**config.mk**
```make
export PLATFORM = sky130hd
export DESIGN_NAME = fastq_gc_content_per_read
export DESIGN_NICKNAME = d
export VERILOG_FILES = /design/src/rtl/gcr_pkg.sv /design/src/rtl/fastq_gc_content_per_read.sv /design/src/rtl/gcr_front.sv /design/src/rtl/gcr_queue.sv /design/src/rtl/gcr_back.sv
export SDC_FILE = /design/constraint.sdc
export NUM_CORES = 1
export LEC_CHECK = 0
export BUFFER_PORTS_ARGS = -buffer_cell sky130_fd_sc_hd__buf_4
export CORE_ASPECT_RATIO = 0.7
export CORE_MARGIN = 2
export CORE_UTILIZATION = 50
export DETAILED_ROUTE_END_ITERATION = 12
export PLACE_DENSITY = 0.68
export SYNTH_ARGS = -nofsm -noshare
export SYNTH_HDL_FRONTEND = slang
export SYNTH_SLANG_ARGS = --single-unit
```
**constraint.sdc**
```tcl
create_clock -name aclk -period 6 [get_ports aclk]
set_input_delay 0.6 -clock aclk [delete_from_list [all_inputs] [get_ports aclk]]
set_output_delay 0.6 -clock aclk [all_outputs]
set_load 0.005 [all_outputs]
```
**src/rtl/gcr_pkg.sv**
```systemverilog
// Shared types and constants for the per-read FASTQ GC content block.
package gcr_pkg;

    // Sizing
    localparam int MAX_READ_LENGTH = 65535;
    localparam int FRACTION_BITS   = 16;
    localparam int TALLY_W         = 16;
    localparam int TALLY_MAX       = (1 << TALLY_W) - 1;
    localparam int FRAC_W          = FRACTION_BITS + 1;
    localparam int REM_W           = TALLY_W + 1;
    localparam int STEP_W          = $clog2(FRAC_W);
    localparam int QUEUE_DEPTH     = 4;
    localparam int QPTR_W          = $clog2(QUEUE_DEPTH);
    localparam int QLVL_W          = $clog2(QUEUE_DEPTH + 1);

    // Stream widths
    localparam int IN_TDATA_W  = 8;
    localparam int OUT_FIELD_W = 2 * TALLY_W + FRAC_W;
    localparam int OUT_TDATA_W = ((OUT_FIELD_W + 7) / 8) * 8;
    localparam int OUT_TUSER_W = 2;

    // Base counters stop here
    localparam logic [TALLY_W-1:0] TALLY_LIMIT =
        TALLY_W'((MAX_READ_LENGTH > TALLY_MAX) ? TALLY_MAX : MAX_READ_LENGTH);

    // Character codes
    localparam logic [7:0] CHAR_NEWLINE = 8'd10;
    localparam logic [7:0] CHAR_A       = 8'h41;
    localparam logic [7:0] CHAR_C       = 8'h43;
    localparam logic [7:0] CHAR_G       = 8'h47;
    localparam logic [7:0] CHAR_N       = 8'h4E;
    localparam logic [7:0] CHAR_T       = 8'h54;

    // Line inside a four-line record
    localparam logic [1:0] LINE_HEADER   = 2'd0;
    localparam logic [1:0] LINE_SEQUENCE = 2'd1;

    // One finished sequence line waiting for its fraction
    typedef struct packed {
        logic [TALLY_W-1:0] gc;
        logic [TALLY_W-1:0] bases;
        logic               saturated;
    } gcr_job_t;

    // Queue status seen by both sides
    typedef struct packed {
        logic              full;
        logic              empty;
    } gcr_q_status_t;

endpackage

```
**src/rtl/fastq_gc_content_per_read.sv**
```systemverilog
// Top level of the per-read FASTQ GC content block.
//
//   Channel | Ports              | Direction | Carries
//   --------+--------------------+-----------+--------------------------------------
//   input   | s_tvalid/tready    | in        | tdata[7:0] data_byte, tlast end_of_input
//   result  | m_tvalid/tready    | out       | tdata gc/base/fraction, tuser flags
//
// Text bytes are taken at up to one per cycle; the line counter never waits on the
// divider unless the four-entry job queue is full. The divider loads each sequence
// line result, works out its 17 quotient bits, then holds it for output until it is
// taken; a line with no bases skips the quotient bits. Reset is synchronous, active
// low, and clears the line position, tallies, queue and divider state. A stalled
// result holds in the output register while the front keeps counting.
module fastq_gc_content_per_read
    import gcr_pkg::*;
(
    input  logic                   aclk,
    input  logic                   aresetn,
    input  logic                   s_tvalid,
    output logic                   s_tready,
    input  logic [IN_TDATA_W-1:0]  s_tdata,   // [7:0] data_byte
    input  logic                   s_tlast,   // end_of_input
    output logic                   m_tvalid,
    input  logic                   m_tready,
    output logic [OUT_TDATA_W-1:0] m_tdata,   // [15:0] gc_count, [31:16] base_count,
                                              // [48:32] gc_fraction, [55:49] zero
    output logic [OUT_TUSER_W-1:0] m_tuser    // [0] no_bases, [1] count_saturated
);

    gcr_q_status_t q_status;
    gcr_job_t      push_job;
    gcr_job_t      pop_job;
    logic          push;
    logic          pop;

    gcr_front u_front (
        .aclk     (aclk),
        .aresetn  (aresetn),
        .s_tvalid (s_tvalid),
        .s_tready (s_tready),
        .s_tdata  (s_tdata),
        .s_tlast  (s_tlast),
        .q_status (q_status),
        .push     (push),
        .push_job (push_job)
    );

    gcr_queue u_queue (
        .aclk     (aclk),
        .aresetn  (aresetn),
        .push     (push),
        .push_job (push_job),
        .pop      (pop),
        .pop_job  (pop_job),
        .q_status (q_status)
    );

    gcr_back u_back (
        .aclk     (aclk),
        .aresetn  (aresetn),
        .q_status (q_status),
        .pop_job  (pop_job),
        .pop      (pop),
        .m_tvalid (m_tvalid),
        .m_tready (m_tready),
        .m_tdata  (m_tdata),
        .m_tuser  (m_tuser)
    );

`ifndef NO_ASSERTIONS
    // Input stalls only when the job queue is full
    a_ready_tracks_queue: assert property (@(posedge aclk) disable iff (!aresetn)
        !s_tready |-> q_status.full)
        else $error("input stalled with room in the job queue");

    // A result is never pushed into a full queue
    a_no_overflow: assert property (@(posedge aclk) disable iff (!aresetn)
        push |-> !q_status.full)
        else $error("job pushed into a full queue");

    // Empty line reports a zero fraction
    a_empty_fraction: assert property (@(posedge aclk) disable iff (!aresetn)
        m_tvalid && m_tuser[0] |-> (m_tdata[48:32] == '0))
        else $error("baseless line with nonzero fraction");

    // GC count never exceeds the base count
    a_gc_bounded: assert property (@(posedge aclk) disable iff (!aresetn)
        m_tvalid |-> (m_tdata[15:0] <= m_tdata[31:16]))
        else $error("gc count above base count");
`endif

endmodule

```
**src/rtl/gcr_front.sv**
```systemverilog
// Front part: tracks record lines and counts bases on the sequence line.
module gcr_front
    import gcr_pkg::*;
(
    input  logic                  aclk,
    input  logic                  aresetn,
    input  logic                  s_tvalid,
    output logic                  s_tready,
    input  logic [IN_TDATA_W-1:0] s_tdata,   // [7:0] data_byte
    input  logic                  s_tlast,   // end_of_input
    input  gcr_q_status_t         q_status,
    output logic                  push,
    output gcr_job_t              push_job
);

    logic [1:0]         line_reg,  line_next;
    logic [TALLY_W-1:0] gc_reg,    gc_next;
    logic [TALLY_W-1:0] base_reg,  base_next;
    logic               sat_reg,   sat_next;

    logic               accept;
    logic               is_nl;
    logic               is_gc;
    logic               is_base;
    logic               on_seq;
    logic [TALLY_W-1:0] cnt_gc;
    logic [TALLY_W-1:0] cnt_base;
    logic               cnt_sat;

    assign s_tready = !q_status.full;
    assign accept   = s_tvalid && s_tready;

    // Classify the byte and update the running tallies
    always_comb begin
        is_nl   = (s_tdata == CHAR_NEWLINE);
        is_gc   = (s_tdata == CHAR_G) || (s_tdata == CHAR_C);
        is_base = is_gc || (s_tdata == CHAR_A) || (s_tdata == CHAR_T) ||
                  (s_tdata == CHAR_N);
        on_seq  = (line_reg == LINE_SEQUENCE);

        cnt_gc   = gc_reg;
        cnt_base = base_reg;
        cnt_sat  = sat_reg;
        if (on_seq && is_base && !is_nl) begin
            if (base_reg >= TALLY_LIMIT) begin
                cnt_sat = 1'b1;
            end else begin
                cnt_base = base_reg + TALLY_W'(1);
                cnt_gc   = gc_reg + TALLY_W'(is_gc);
            end
        end

        push               = accept && on_seq && (is_nl || s_tlast);
        push_job.gc        = cnt_gc;
        push_job.bases     = cnt_base;
        push_job.saturated = cnt_sat;

        line_next = line_reg;
        gc_next   = gc_reg;
        base_next = base_reg;
        sat_next  = sat_reg;
        if (accept) begin
            if (s_tlast) begin
                line_next = LINE_HEADER;
                gc_next   = '0;
                base_next = '0;
                sat_next  = 1'b0;
            end else if (is_nl) begin
                line_next = line_reg + 2'd1;
                gc_next   = '0;
                base_next = '0;
                sat_next  = 1'b0;
            end else begin
                gc_next   = cnt_gc;
                base_next = cnt_base;
                sat_next  = cnt_sat;
            end
        end
    end

    always_ff @(posedge aclk) begin
        if (!aresetn) begin
            line_reg <= LINE_HEADER;
            gc_reg   <= '0;
            base_reg <= '0;
            sat_reg  <= 1'b0;
        end else begin
            line_reg <= line_next;
            gc_reg   <= gc_next;
            base_reg <= base_next;
            sat_reg  <= sat_next;
        end
    end

endmodule

```
**src/rtl/gcr_queue.sv**
```systemverilog
// Short job queue between the line counter and the divider.
module gcr_queue
    import gcr_pkg::*;
(
    input  logic          aclk,
    input  logic          aresetn,
    input  logic          push,
    input  gcr_job_t      push_job,
    input  logic          pop,
    output gcr_job_t      pop_job,
    output gcr_q_status_t q_status
);

    gcr_job_t          slot_reg [QUEUE_DEPTH];
    logic [QPTR_W-1:0] wr_reg, wr_next;
    logic [QPTR_W-1:0] rd_reg, rd_next;
    logic [QLVL_W-1:0] lvl_reg, lvl_next;
    logic              do_push;
    logic              do_pop;

    assign q_status.full  = (lvl_reg == QLVL_W'(QUEUE_DEPTH));
    assign q_status.empty = (lvl_reg == '0);
    assign pop_job        = slot_reg[rd_reg];

    // Pointer and level update
    always_comb begin
        do_push  = push && !q_status.full;
        do_pop   = pop && !q_status.empty;
        wr_next  = do_push ? wr_reg + QPTR_W'(1) : wr_reg;
        rd_next  = do_pop ? rd_reg + QPTR_W'(1) : rd_reg;
        lvl_next = lvl_reg;
        if (do_push && !do_pop) begin
            lvl_next = lvl_reg + QLVL_W'(1);
        end else if (do_pop && !do_push) begin
            lvl_next = lvl_reg - QLVL_W'(1);
        end
    end

    always_ff @(posedge aclk) begin
        if (!aresetn) begin
            wr_reg  <= '0;
            rd_reg  <= '0;
            lvl_reg <= '0;
        end else begin
            wr_reg  <= wr_next;
            rd_reg  <= rd_next;
            lvl_reg <= lvl_next;
        end
    end

    // Payload slots
    always_ff @(posedge aclk) begin
        if (do_push) begin
            slot_reg[wr_reg] <= push_job;
        end
    end

endmodule

```
**src/rtl/gcr_back.sv**
```systemverilog
// Back part: bit-serial GC fraction divider and result register.
module gcr_back
    import gcr_pkg::*;
(
    input  logic                   aclk,
    input  logic                   aresetn,
    input  gcr_q_status_t          q_status,
    input  gcr_job_t               pop_job,
    output logic                   pop,
    output logic                   m_tvalid,
    input  logic                   m_tready,
    output logic [OUT_TDATA_W-1:0] m_tdata,  // [15:0] gc_count, [31:16] base_count,
                                             // [48:32] gc_fraction, [55:49] zero
    output logic [OUT_TUSER_W-1:0] m_tuser   // [0] no_bases, [1] count_saturated
);

    typedef enum logic [1:0] {
        ST_IDLE,
        ST_DIVIDE,
        ST_HOLD
    } state_t;

    state_t             state_reg, state_next;
    gcr_job_t           job_reg,   job_next;
    logic [REM_W-1:0]   rem_reg,   rem_next;
    logic [FRAC_W-1:0]  quo_reg,   quo_next;
    logic [STEP_W-1:0]  step_reg,  step_next;

    logic [REM_W-1:0]   divisor;
    logic [REM_W-1:0]   diff;
    logic               ge;
    logic [REM_W-1:0]   kept;

    // One quotient bit per cycle, restoring division
    always_comb begin
        divisor = {1'b0, job_reg.bases};
        ge      = (rem_reg >= divisor);
        diff    = rem_reg - divisor;
        kept    = ge ? diff : rem_reg;

        pop        = (state_reg == ST_IDLE) && !q_status.empty;
        state_next = state_reg;
        job_next   = job_reg;
        rem_next   = rem_reg;
        quo_next   = quo_reg;
        step_next  = step_reg;

        unique case (state_reg)
            ST_IDLE: begin
                if (!q_status.empty) begin
                    job_next   = pop_job;
                    rem_next   = {1'b0, pop_job.gc};
                    quo_next   = '0;
                    step_next  = '0;
                    state_next = ST_DIVIDE;
                end
            end
            ST_DIVIDE: begin
                if (job_reg.bases == '0) begin
                    quo_next   = '0;
                    state_next = ST_HOLD;
                end else begin
                    quo_next  = {quo_reg[FRAC_W-2:0], ge};
                    rem_next  = {kept[TALLY_W-1:0], 1'b0};
                    step_next = step_reg + STEP_W'(1);
                    if (step_reg == STEP_W'(FRAC_W - 1)) begin
                        state_next = ST_HOLD;
                    end
                end
            end
            ST_HOLD: begin
                if (m_tready) begin
                    state_next = ST_IDLE;
                end
            end
            default: begin
                state_next = ST_IDLE;
            end
        endcase
    end

    always_ff @(posedge aclk) begin
        if (!aresetn) begin
            state_reg <= ST_IDLE;
        end else begin
            state_reg <= state_next;
        end
        job_reg  <= job_next;
        rem_reg  <= rem_next;
        quo_reg  <= quo_next;
        step_reg <= step_next;
    end

    // Result stream
    assign m_tvalid = (state_reg == ST_HOLD);
    assign m_tdata  = {(OUT_TDATA_W - OUT_FIELD_W)'(0), quo_reg, job_reg.bases, job_reg.gc};
    assign m_tuser  = {job_reg.saturated, (job_reg.bases == '0)};

endmodule

```
# Word level (Yosys, flattened, before mapping)
# Memory sizes are Yosys's and may differ from the RTL's. A register that Yosys moved wholly into a read port is not among the register bits.
# Index checks and enable logic that the tools add are counted.
# totals
out_inout_bits	60
elab_cells	108
input_bits	13
reg_bits	116
ram_bits	132
memories	1
# mem_list
memory	words	word_bits	rd	rd_ports_with_merged_regs	wr	line_no	rtl
u_queue.slot_reg	4	33	1	1	1	gcr_queue.sv:14	gcr_job_t slot_reg [QUEUE_DEPTH];
# classes
mux	35
eq_ne	15
n_reduce_logical	31
add_sub_neg	9
bitwise	1
magnitude_cmp	2
# op_table
operator	n
16-bit two-way mux	9
17-bit two-way mux	4
17-bit one-hot mux with 2 select lines	2
8-bit by 7-bit == test with 1-bit output, second input constant	5
17-bit by 16-bit greater-or-equal comparator with 1-bit output	1
16-bit by 1-bit adder with 16-bit output	1
16-bit by 1-bit adder with 16-bit output, second input constant	1
16-bit greater-or-equal comparator, second input constant	1
16-bit logical NOT	1
2-bit two-way mux	8
16-bit subtractor	1
1-bit logical AND	10
5-bit two-way mux	2
5-bit one-hot mux with 2 select lines	1
8-bit by 4-bit == test with 1-bit output, second input constant	1
2-bit by 1-bit adder with 2-bit output, second input constant	3
1-bit two-way mux	6
3-bit two-way mux	2
2-bit one-hot mux with 3 select lines	1
2-bit AND reduction	3
3-bit AND reduction	2
2-bit nonzero test	3
5-bit by 1-bit adder with 5-bit output, second input constant	1
5-bit == test, second input constant	1
13 further kinds	23

# Longest topological paths before layout
# Gate-level depths: netlist of run 1.
# logic_depth
ltp_word	10
mapped_depth	12
ltp_nobuf	12

# Cells and area by module
# Synthesis of run 1 repeated with hierarchy kept, for this count alone.
# unflattened
cells_unflattened	864
hier_area_um2	11586.1
# by_module_without_submodules
mod	area_per_inst_um2	seq_area_each_um2	cells_each	n_inst
gcr_queue	5297.6	4144.0	221	1
gcr_back	3898.7	2202.1	341	1
gcr_front	2389.8	700.7	302	1

# Worst setup path before layout of run 1
# Ideal clock, no wire load.
# synth_timing
path_kind	register to register
start	reg u_queue.lvl_reg[0]
end	reg u_queue.lvl_reg[2]
t_required_ns	5.924
stages_incl_launch_ff	13
setup_time_ns	0.076
t_arrival_ns	2.795
synth_period_minus_slack_ns	2.870
n_path_buf	0
slack_ns	3.130
path_cell_list	dfxtp_1 -> or3b_2 -> nand2_1 -> a311oi_1 -> nor2_1 -> nand2_1 -> inv_1 -> ha_1 -> inv_1 -> fa_1 -> xor2_1 -> or3_1 -> a21boi_0
# synth_via
elab_chain_cells	9
elab_cells_between_ends	19
cone_classes	add/sub: 2; eq/ne: 1; mux: 2; reduce/logical: 14
# synth_rtl
item	line_no	rtl
from (decl)	gcr_queue.sv:17	logic [QLVL_W-1:0] lvl_reg, lvl_next;
from (signal assigned)	gcr_queue.sv:47	lvl_reg <= lvl_next;
3-bit == test *	gcr_queue.sv:21	assign q_status.full = (lvl_reg == QLVL_W'(QUEUE_DEPTH));
1-bit logical NOT *	gcr_front.sv:30	assign s_tready = !q_status.full;
net s_tready	fastq_gc_content_per_read.sv:20	output logic s_tready,
1-bit logical AND	gcr_front.sv:31	assign accept = s_tvalid && s_tready;
1-bit logical AND (2 in a row)	gcr_front.sv:53	push = accept && on_seq && (is_nl || s_tlast);
1-bit logical AND *	gcr_queue.sv:27	do_push = push && !q_status.full;
net u_queue.do_push	gcr_queue.sv:18	logic do_push;
1-bit logical NOT	gcr_queue.sv:34	end else if (do_pop && !do_push) begin
1-bit logical AND	gcr_queue.sv:34	
2-bit nonzero test (no source line)	-	
# The timed path passes the listed nets; every way through them passes the cells marked *. The select of a mux whose other input is x is not followed.
# A chain may end at the register's enable or synchronous reset.

# Worst setup path in the final report of run 1
# layout_timing
start	reg u_queue.lvl_reg[0]
end	reg u_queue.lvl_reg[2]
# layout_via
elab_chain_cells	9
elab_cells_between_ends	19
cone_classes	add/sub: 2; eq/ne: 1; mux: 2; reduce/logical: 14
# layout_rtl
item	line_no
3-bit == test *	gcr_queue.sv:21
1-bit logical NOT *	gcr_front.sv:30, gcr_queue.sv:27
1-bit logical AND	gcr_front.sv:31
1-bit logical AND (2 in a row)	gcr_front.sv:53
1-bit logical AND *	gcr_queue.sv:27
net u_queue.do_push	gcr_queue.sv:18
1-bit logical NOT	gcr_queue.sv:34
1-bit logical AND	gcr_queue.sv:34
2-bit nonzero test (no source line)	-
# Marked as above.

==> reports/qor.log, run 1 <==
qor: status.status finished clean
qor: critical_path.critical_path.max_fanout 7
qor: logic_synthesis.yosysUniqueCellTypes 67
qor: timing.rsz0062_at_grt no
qor: final_layout.fillCellCount 1746
qor: floorplanning.core_area 0.02196 sq mm
qor: critical_path.crit_slowest_cell sky130_fd_sc_hd__or3b_2
qor: logic_synthesis.yosys.area.top_type sky130_fd_sc_hd__edfxtp_1
qor: clock_network.cts.sinks 250
qor: clock_network.insertion_delay 520 ps
qor: logic_synthesis.synth_edf_count 204
qor: run.max_cap_violations 0
qor: logic_synthesis.synth_sequential_area_ratio 62.32%
qor: critical_path.path_delay_family simple AND/OR/NAND/NOR gates
qor: critical_path.worst-path-buf-inv 2
qor: min_path.worstHoldPathType in -> reg
qor: global_route.gr-total-overflow 0
qor: logic_synthesis.synth_top_flop_cell sky130_fd_sc_hd__edfxtp_1
qor: route.drtPass1Iterations 5
qor: clock_network.clock_pin_slew_reported_for_the_worst_setup_and_hold_paths_after_clock_tree_synthesis 70 ps
qor: global_route.number_of_antenna_violations_at_the_first_check_in_global_routing 1
qor: route.drt_drc_violations_left 0
qor: timing.report.final.hold_viol_count 0
qor: floorplanning.dieArea 0.02385 sq mm
qor: timing.timing.final.crit_share 54.23%
qor: logic_synthesis.synthSimpleGateAreaFrac 11.21%
qor: final_layout.drive_gt1_share 18.39%
qor: timing.fin_worst_skew 16.26 ps
qor: timing.worst_rel_slew_slack 28.31%
qor: final_layout.layout-area-overhead-vs-synth 13.73%
qor: floorplanning.top_ports 73
qor: clock_network.tritoncts done
qor: route.antenna_left 0
qor: critical_path.path_depth 12
qor: critical_path.critPathMaxStageDelay 520 ps
qor: global_route.via_count_of_the_first_global_routing_pass 6546
qor: timing.tightest_pin_transition 1075 ps
qor: clock_network.ctsLongestPathBuffers 3
qor: placement.place_hpwl 15720 microns
qor: final_layout.number_of_flip_flops_in_the_largest_register 132
qor: timing.max_clock_freq 307.4 MHz
qor: logic_synthesis.dominant_combinational_cell_family_by_area_after_synthesis simple AND/OR/NAND/NOR gates
qor: critical_path.crit_path_cell_trace or3b_2, nand2_1, a311oi_1, nor2_1, nand2_1, inv_1, ha_1, inv_1, fa_1, xor2_1, or3_1, a21boi_0
qor: timing.setup_viol 0
qor: final_layout.ff_latch_area 0.007048 sq mm
qor: power_and_ir_drop.p_leak 0.004497 uW
qor: logic_synthesis.ys_ff_latch 250
qor: timing.fin_setup_tns 0 ps
qor: timing.report.final.slew_viol_count 0
qor: route.drt_first_iter_violations 721
qor: clock_network.cts.repair_timing.setup_buffer_count 0
qor: logic_synthesis.syn_inst 839
qor: clock_network.cts_root_buf sky130_fd_sc_hd__clkbuf_16
qor: critical_path.timing.critical_path.required 6430 ps
qor: clock_network.number_of_buffers_added_by_the_clock_tree_synthesis_step 24
qor: timing.fin_crit 3254 ps
qor: clock_network.h-tree-depth 1
qor: floorplanning.die_h 129.8 microns
qor: global_route.grt_max_degree 35
qor: clock_network.cts_resized 0
qor: logic_synthesis.ys_warn_count 0
qor: floorplanning.x_dimension_of_the_die 183.7 microns
qor: critical_path.timing.critical_path.from_type flop
qor: logic_synthesis.mux_contribution_to_synthesized_area 8.211%
qor: power_and_ir_drop.cellPowerDensity 474.8 mW/mm^2
qor: logic_synthesis.synth.top_cells.by_area sky130_fd_sc_hd__edfxtp_1 54%, sky130_fd_sc_hd__dfxtp_1 8.1%, sky130_fd_sc_hd__mux4_2 6.6%, sky130_fd_sc_hd__ha_1 3.0%, sky130_fd_sc_hd__xnor2_1 2.6%
qor: logic_synthesis.post_synth_xor_area_fraction 3.641%
qor: final_layout.multiInputGateArea 0.003939 sq mm
qor: critical_path.reg2regPathDepth 12
qor: route.vias_per_cell 5.830
qor: logic_synthesis.syn_area_per_cell 13.48 sq um
qor: logic_synthesis.async_flop_share 0%
qor: critical_path.crit_arrival 3690 ps
qor: global_route.grt_first_pass_wirelength 37070 microns
qor: logic_synthesis.netlist_area_before_placement 0.01131 sq mm
qor: route.post_drt_wl_per_cell 19.49 microns
qor: route.routed_wl 23410 microns
qor: power_and_ir_drop.report.power.total 6106 uW
qor: logic_synthesis.synth_top_area_share 54.18%
qor: critical_path.setup.worst_path.class reg -> reg
qor: min_path.whs_path_depth 3
qor: floorplanning.placementRows 45
qor: placement.buffer_ports.inserted 65
qor: critical_path.critical_path.endpoint_type flop
qor: logic_synthesis.synth-adder-area-share 3.342%
qor: power_and_ir_drop.vdd_drop_max 0.0003021 V
qor: final_layout.diodes 0
qor: route.routed_vias 7002
qor: clock_network.post_cts_hold_buffer_count 0
qor: final_layout.fin_nets 943
qor: global_route.grt.total_usage 20.16%
qor: placement.globalplace.congestion 0.9004
qor: floorplanning.start_util 51.49%
qor: logic_synthesis.synth-compound-area-share 8.111%
-- per-stage QoR --
stage / util [%] / instance area (sq um) / instances / setup slack [ps] / hold slack [ps]
2_1_floorplan: - / 11330 / 845 / 3130 / 438.4
3_3_place_gp: 54.80 / 12030 / 1157 / 2865 / 461.0
3_5_place_dp: 54.80 / 12030 / 1157 / 2767 / 471.7
4_1_cts: 58.56 / 12860 / 1201 / 2784 / 403.0
5_1_grt: 58.56 / 12860 / 1201 / 2483 / 417.7
6_report: 58.56 / 12860 / 1201 / 2746 / 424.4
-- power breakdown --
group / internal (uW) / switching (uW)
registers: 2300 / 198
logic: 894 / 1150
clock network: 931 / 630
total: 4130 / 1980
-- layout make-up --
class / instances / area share (%)
clock buffers: 33 / 5.332
clock inverters: 11 / 1.090
inverters: 33 / 0.9632
multi-input cells: 516 / 30.63
flip-flops and latches: 250 / 54.81
well taps: 282 / 2.744
repair buffers: 76 / 4.437
-- final timing paths --
| check | from | endpoint | slack [ps] |
|---|---|---|---|
| worst max-delay path | u_queue.lvl_reg[0] | u_queue.lvl_reg[2] | 2750 |
| worst min-delay path | m_tready | u_back.state_reg[1] | 420 |
| worst max register to register | u_queue.lvl_reg[0] | u_queue.lvl_reg[2] | 2750 |
| worst min register to register | u_front.sat_reg | u_front.sat_reg | 480 |
-- placed cells by master (no fill, tap or decap), drive strengths merged, types with 4 or more instances in the layout --
cell type	netlist	layout
a21o	4	4
a21oi	34	34
a31oi	14	14
a41oi	7	7
and2	13	13
and3	28	28
buf	24	76
clkbuf	22	33
clkinv	0	5
conb	1	7
dfxtp	46	46
edfxtp	204	204
ha	27	27
inv	33	33
mux2	4	4
mux2i	14	14
mux4	33	33
nand2	73	73
nand2b	8	8
nand3	28	28
nand4	14	14
nor2	34	34
nor2b	10	10
nor3	8	8
nor4	9	9
o21a	5	5
o21ai	43	43
o31ai	8	8
o41ai	6	6
or3	4	4
xnor2	33	33
xor2	14	14
-- cell families (layout without fill, tap and decap cells) --
family / after synthesis / in the layout
adder cells (fa/ha/maj): 29 / 29
other: 1 / 7
AO/OA/AOI/OAI: 144 / 144
buffers and inverters: 79 / 153
multiplexers: 51 / 51
XOR/XNOR: 47 / 47
flip-flops: 250 / 250
AND/OR/NAND/NOR: 238 / 238
-- routing by layer --
layer | wire [microns] | share of wire, % | track usage, % | up-vias
li1 | - | - | - | 3295
met1 | 11990 | 51 | 33.26 | 3478
met2 | 9571 | 41 | 28.24 | 205
met3 | 1557 | 6.7 | 3.182 | 24
met4 | 287 | 1.2 | 3.671 | 0
met5 | 0 | 0 | 0 | -
-- cells in the mapped netlist (14+ instances only) --
library cell / count
sky130_fd_sc_hd__clkbuf_1: 22
sky130_fd_sc_hd__nand3_1: 27
sky130_fd_sc_hd__o21ai_0: 42
sky130_fd_sc_hd__xnor2_1: 33
sky130_fd_sc_hd__nand2_1: 73
sky130_fd_sc_hd__and3_1: 26
sky130_fd_sc_hd__ha_1: 27
sky130_fd_sc_hd__xor2_1: 14
sky130_fd_sc_hd__inv_1: 33
sky130_fd_sc_hd__mux4_2: 33
sky130_fd_sc_hd__a21oi_1: 34
sky130_fd_sc_hd__nor2_1: 34
sky130_fd_sc_hd__dfxtp_1: 46
sky130_fd_sc_hd__mux2i_1: 14
sky130_fd_sc_hd__edfxtp_1: 204
sky130_fd_sc_hd__a31oi_1: 14
-- tightest hold or removal path: cells and delay by family --
kind / cells / cell delay, ps
AND/OR/NAND/NOR: 1 / 50
AO/OA/AOI/OAI: 1 / 180
buffers and inverters: 1 / 80
Note: power is estimated with default switching activity, not from simulation.
==> run 2: changes to the inputs <==
PLACE_DENSITY = 0.7   (was 0.68)
clock period = 2.65 ns   (was 6 ns; I/O delays follow)
==> reports/qor.log, run 2 (same netlist as run 1, synthesis figures left out) <==
qor: status.status finished clean [unchanged]
qor: global_route.number_of_antenna_violations_at_the_first_check_in_global_routing 0 [was 1]
qor: timing.tightest_pin_transition 1198 ps [was 1075 ps]
qor: route.routed_vias 7150 [was 7002]
qor: timing.report.final.hold_viol_count 0 [unchanged]
qor: power_and_ir_drop.cellPowerDensity 1073 mW/mm^2 [was 474.8 mW/mm^2]
qor: final_layout.layout-area-overhead-vs-synth 17.44% [was 13.73%]
qor: critical_path.setup.worst_path.class reg -> reg [unchanged]
qor: critical_path.critPathMaxStageDelay 410 ps [was 520 ps]
qor: run.max_cap_violations 0 [unchanged]
qor: floorplanning.die_h 129.8 microns [unchanged]
qor: floorplanning.placementRows 45 [unchanged]
qor: floorplanning.top_ports 73 [unchanged]
qor: global_route.gr-total-overflow 0 [unchanged]
qor: final_layout.fillCellCount 1704 [was 1746]
qor: floorplanning.start_util 51.49% [unchanged]
qor: route.routed_wl 23920 microns [was 23410 microns]
qor: clock_network.cts_root_buf sky130_fd_sc_hd__clkbuf_16 [unchanged]
qor: clock_network.clock_pin_slew_reported_for_the_worst_setup_and_hold_paths_after_clock_tree_synthesis 60 ps [was 70 ps]
qor: critical_path.critical_path.max_fanout 18 [was 7]
qor: critical_path.path_delay_family simple AND/OR/NAND/NOR gates [unchanged]
qor: placement.globalplace.congestion 0.9264 [was 0.9004]
qor: global_route.use_met3 3.405% [was 3.182%]
qor: min_path.worstHoldPathType in -> reg [unchanged]
qor: floorplanning.dieArea 0.02385 sq mm [unchanged]
qor: route.drt_first_iter_violations 569 [was 721]
qor: placement.place_ws 61.26 ps [was 2767 ps]
qor: timing.max_clock_freq 405.5 MHz [was 307.4 MHz]
qor: route.vias_per_cell 5.761 [was 5.830]
qor: timing.worst_hold_slack 72.54 ps [was 424.4 ps]
qor: global_route.grt_max_degree 35 [unchanged]
qor: global_route.gr-max-usage-layer met1 [unchanged]
qor: critical_path.crit_arrival 2810 ps [was 3690 ps]
qor: global_route.gr-usage-met2 29.15% [was 28.24%]
qor: final_layout.postLayoutCellArea 0.01328 sq mm [was 0.01286 sq mm]
qor: critical_path.path_common_cell sky130_fd_sc_hd__o21ai_0
qor: route.drtPass1Iterations 5 [unchanged]
qor: placement.placed_cells 1194 [was 1157]
qor: final_layout.drive_gt1_share 22.73% [was 18.39%]
qor: global_route.met1_usage 32.81% [was 33.26%]
qor: floorplanning.x_dimension_of_the_die 183.7 microns [unchanged]
qor: final_layout.layout.core_utilization 60.47% [was 58.56%]
qor: critical_path.crit_slowest_cell sky130_fd_sc_hd__edfxtp_1 [was sky130_fd_sc_hd__or3b_2]
qor: timing.fin_worst_skew 9.251 ps [was 16.26 ps]
qor: clock_network.h-tree-depth 1 [unchanged]
qor: final_layout.most_common_library_cell_in_the_layout_ignoring_fill_and_taps sky130_fd_sc_hd__edfxtp_1 [unchanged]
qor: route.drt_drc_violations_left 0 [unchanged]
qor: clock_network.ctsLongestPathBuffers 3 [unchanged]
qor: timing.rsz0062_at_grt no [unchanged]
qor: critical_path.worst-path-buf-inv 2 [unchanged]
qor: timing.report.final.slew_viol_count 0 [unchanged]
qor: critical_path.crit_path_cell_trace inv_1, ha_2, nand4_1, nor4_1, o21ai_0, nand3_1, a21o_1, buf_12, mux2_2, o21ai_0 [was or3b_2, nand2_1, a311oi_1, nor2_1, nand2_1, inv_1, ha_1, inv_1, fa_1, xor2_1, or3_1, a21boi_0]
qor: placement.placement.cell_area 0.01240 sq mm [was 0.01203 sq mm]
qor: critical_path.critical_path.endpoint_type flop [unchanged]
qor: final_layout.finish.cell_count_without_fillers 1241 [was 1201]
qor: critical_path.timing.critical_path.required 3000 ps [was 6430 ps]
qor: final_layout.diodes 0 [unchanged]
qor: clock_network.cts.sinks 250 [unchanged]
qor: clock_network.insertion_delay 520 ps [about the same]
qor: final_layout.fin_nets 983 [was 943]
qor: timing.timing.final.crit_share 93.05% [was 54.23%]
qor: critical_path.timing.critical_path.from_type flop [unchanged]
qor: timing.fin_crit 2466 ps [was 3254 ps]
qor: global_route.grt_first_pass_wirelength 37560 microns [was 37070 microns]
qor: power_and_ir_drop.p_leak 0.004728 uW [was 0.004497 uW]
qor: route.antenna_left 0 [unchanged]
qor: clock_network.number_of_buffers_added_by_the_clock_tree_synthesis_step 24 [unchanged]
qor: clock_network.tritoncts done [unchanged]
qor: power_and_ir_drop.vdd_drop_max 0.0005614 V [was 0.0003021 V]
qor: timing.worst_slack 184.2 ps [was 2746 ps]
qor: floorplanning.core_area 0.02196 sq mm [unchanged]
qor: timing.setup_viol 0 [unchanged]
qor: route.post_drt_wl_per_cell 19.27 microns [was 19.49 microns]
qor: final_layout.number_of_flip_flops_in_the_largest_register 132 [unchanged]
qor: global_route.grt.total_usage 20.39% [was 20.16%]
qor: timing.worst_rel_slew_slack 20.13% [was 28.31%]
qor: final_layout.layout.cells.most_common_list 204 x sky130_fd_sc_hd__edfxtp_1, 109 x sky130_fd_sc_hd__buf_4, 72 x sky130_fd_sc_hd__nand2_1, 43 x sky130_fd_sc_hd__dfxtp_1, 40 x sky130_fd_sc_hd__o21ai_0 [was 204 x sky130_fd_sc_hd__edfxtp_1, 76 x sky130_fd_sc_hd__buf_4, 73 x sky130_fd_sc_hd__nand2_1, 45 x sky130_fd_sc_hd__dfxtp_1, 41 x sky130_fd_sc_hd__o21ai_0]
qor: placement.place_hpwl 16260 microns [was 15720 microns]
qor: global_route.via_count_of_the_first_global_routing_pass 6625 [was 6546]
qor: placement.buffer_ports.inserted 65 [unchanged]
==> run 2: changes by cell type in the layout (fill, tap and decap cells not counted), sizes merged <==
cell | previous run | this run
clkinvlp | 3 | 1
inv | 33 | 34
buf | 76 | 116
clkinv | 5 | 10
bufinv | 3 | 4
clkbuf | 33 | 28
==> run 2: worst reg2reg max path, cell delays in order, from the launching register on <==
cell                       delay, ps
sky130_fd_sc_hd__edfxtp_1        410
sky130_fd_sc_hd__inv_1            70
sky130_fd_sc_hd__ha_2            370
sky130_fd_sc_hd__nand4_1         160
sky130_fd_sc_hd__nor4_1          290
sky130_fd_sc_hd__o21ai_0         110
sky130_fd_sc_hd__nand3_1          80
sky130_fd_sc_hd__a21o_1          130
sky130_fd_sc_hd__buf_12          180
sky130_fd_sc_hd__mux2_2          350
sky130_fd_sc_hd__o21ai_0         160
==> run 2: path summary, 6_finish.rpt <==
check / startpoint / endpoint / slack [ps] / cells after the start
worst max-delay path: u_back.m_tdata[28] / u_back.rem_reg[2] / 180 / 10
worst max register to register: u_back.m_tdata[28] / u_back.rem_reg[2] / 180 / 10
worst min-delay path: m_tready / u_back.state_reg[1] / 70 / 3
worst min register to register: u_front.sat_reg / u_front.sat_reg / 470 / 2
==> run 2: final cells by class <==
| type | count | area (sq um) | share of cell area [%] |
|---|---|---|---|
| flip-flops and latches | 250 | 7051 | 53.10 |
| multi-input cells | 516 | 3964 | 29.85 |
| repair buffers | 116 | 958.4 | 7.218 |
| clock buffers | 28 | 636.9 | 4.796 |
| well taps | 282 | 352.8 | 2.657 |
| clock inverters | 16 | 192.7 | 1.451 |
| inverters | 33 | 123.9 | 0.9328 |
==> run 2: repair_timing <==
item                                    4_1_cts  5_1_grt
hold endpoints to repair                      0        0
endpoints found under the setup margin        0       15
resized for setup                             0       12
hold buffers                                  0        0
setup buffers                                 0        3
==> run 2: routing by layer <==
| layer | routed length [microns] | vias to the layer above |
|---|---|---|
| li1 | - | 3369 |
| met5 | 0 | - |
| met3 | 1513 | 32 |
| met1 | 12160 | 3509 |
| met4 | 395 | 0 |
| met2 | 9847 | 240 |
==> run 2: metrics by stage <==
step,setup TNS [ps],total power [uW]
2_1_floorplan,-134.9,8924
3_3_place_gp,0,10570
3_5_place_dp,0,10620
4_1_cts,0,14230
5_1_grt,0,15050
6_report,0,14250
==> run 2: where the power goes <==
part	switching [uW]	total, uW	internal [uW]
clock network	1460	3580	2120
registers	387	5610	5220
logic	2750	5060	2310
total	4600	14200	9650
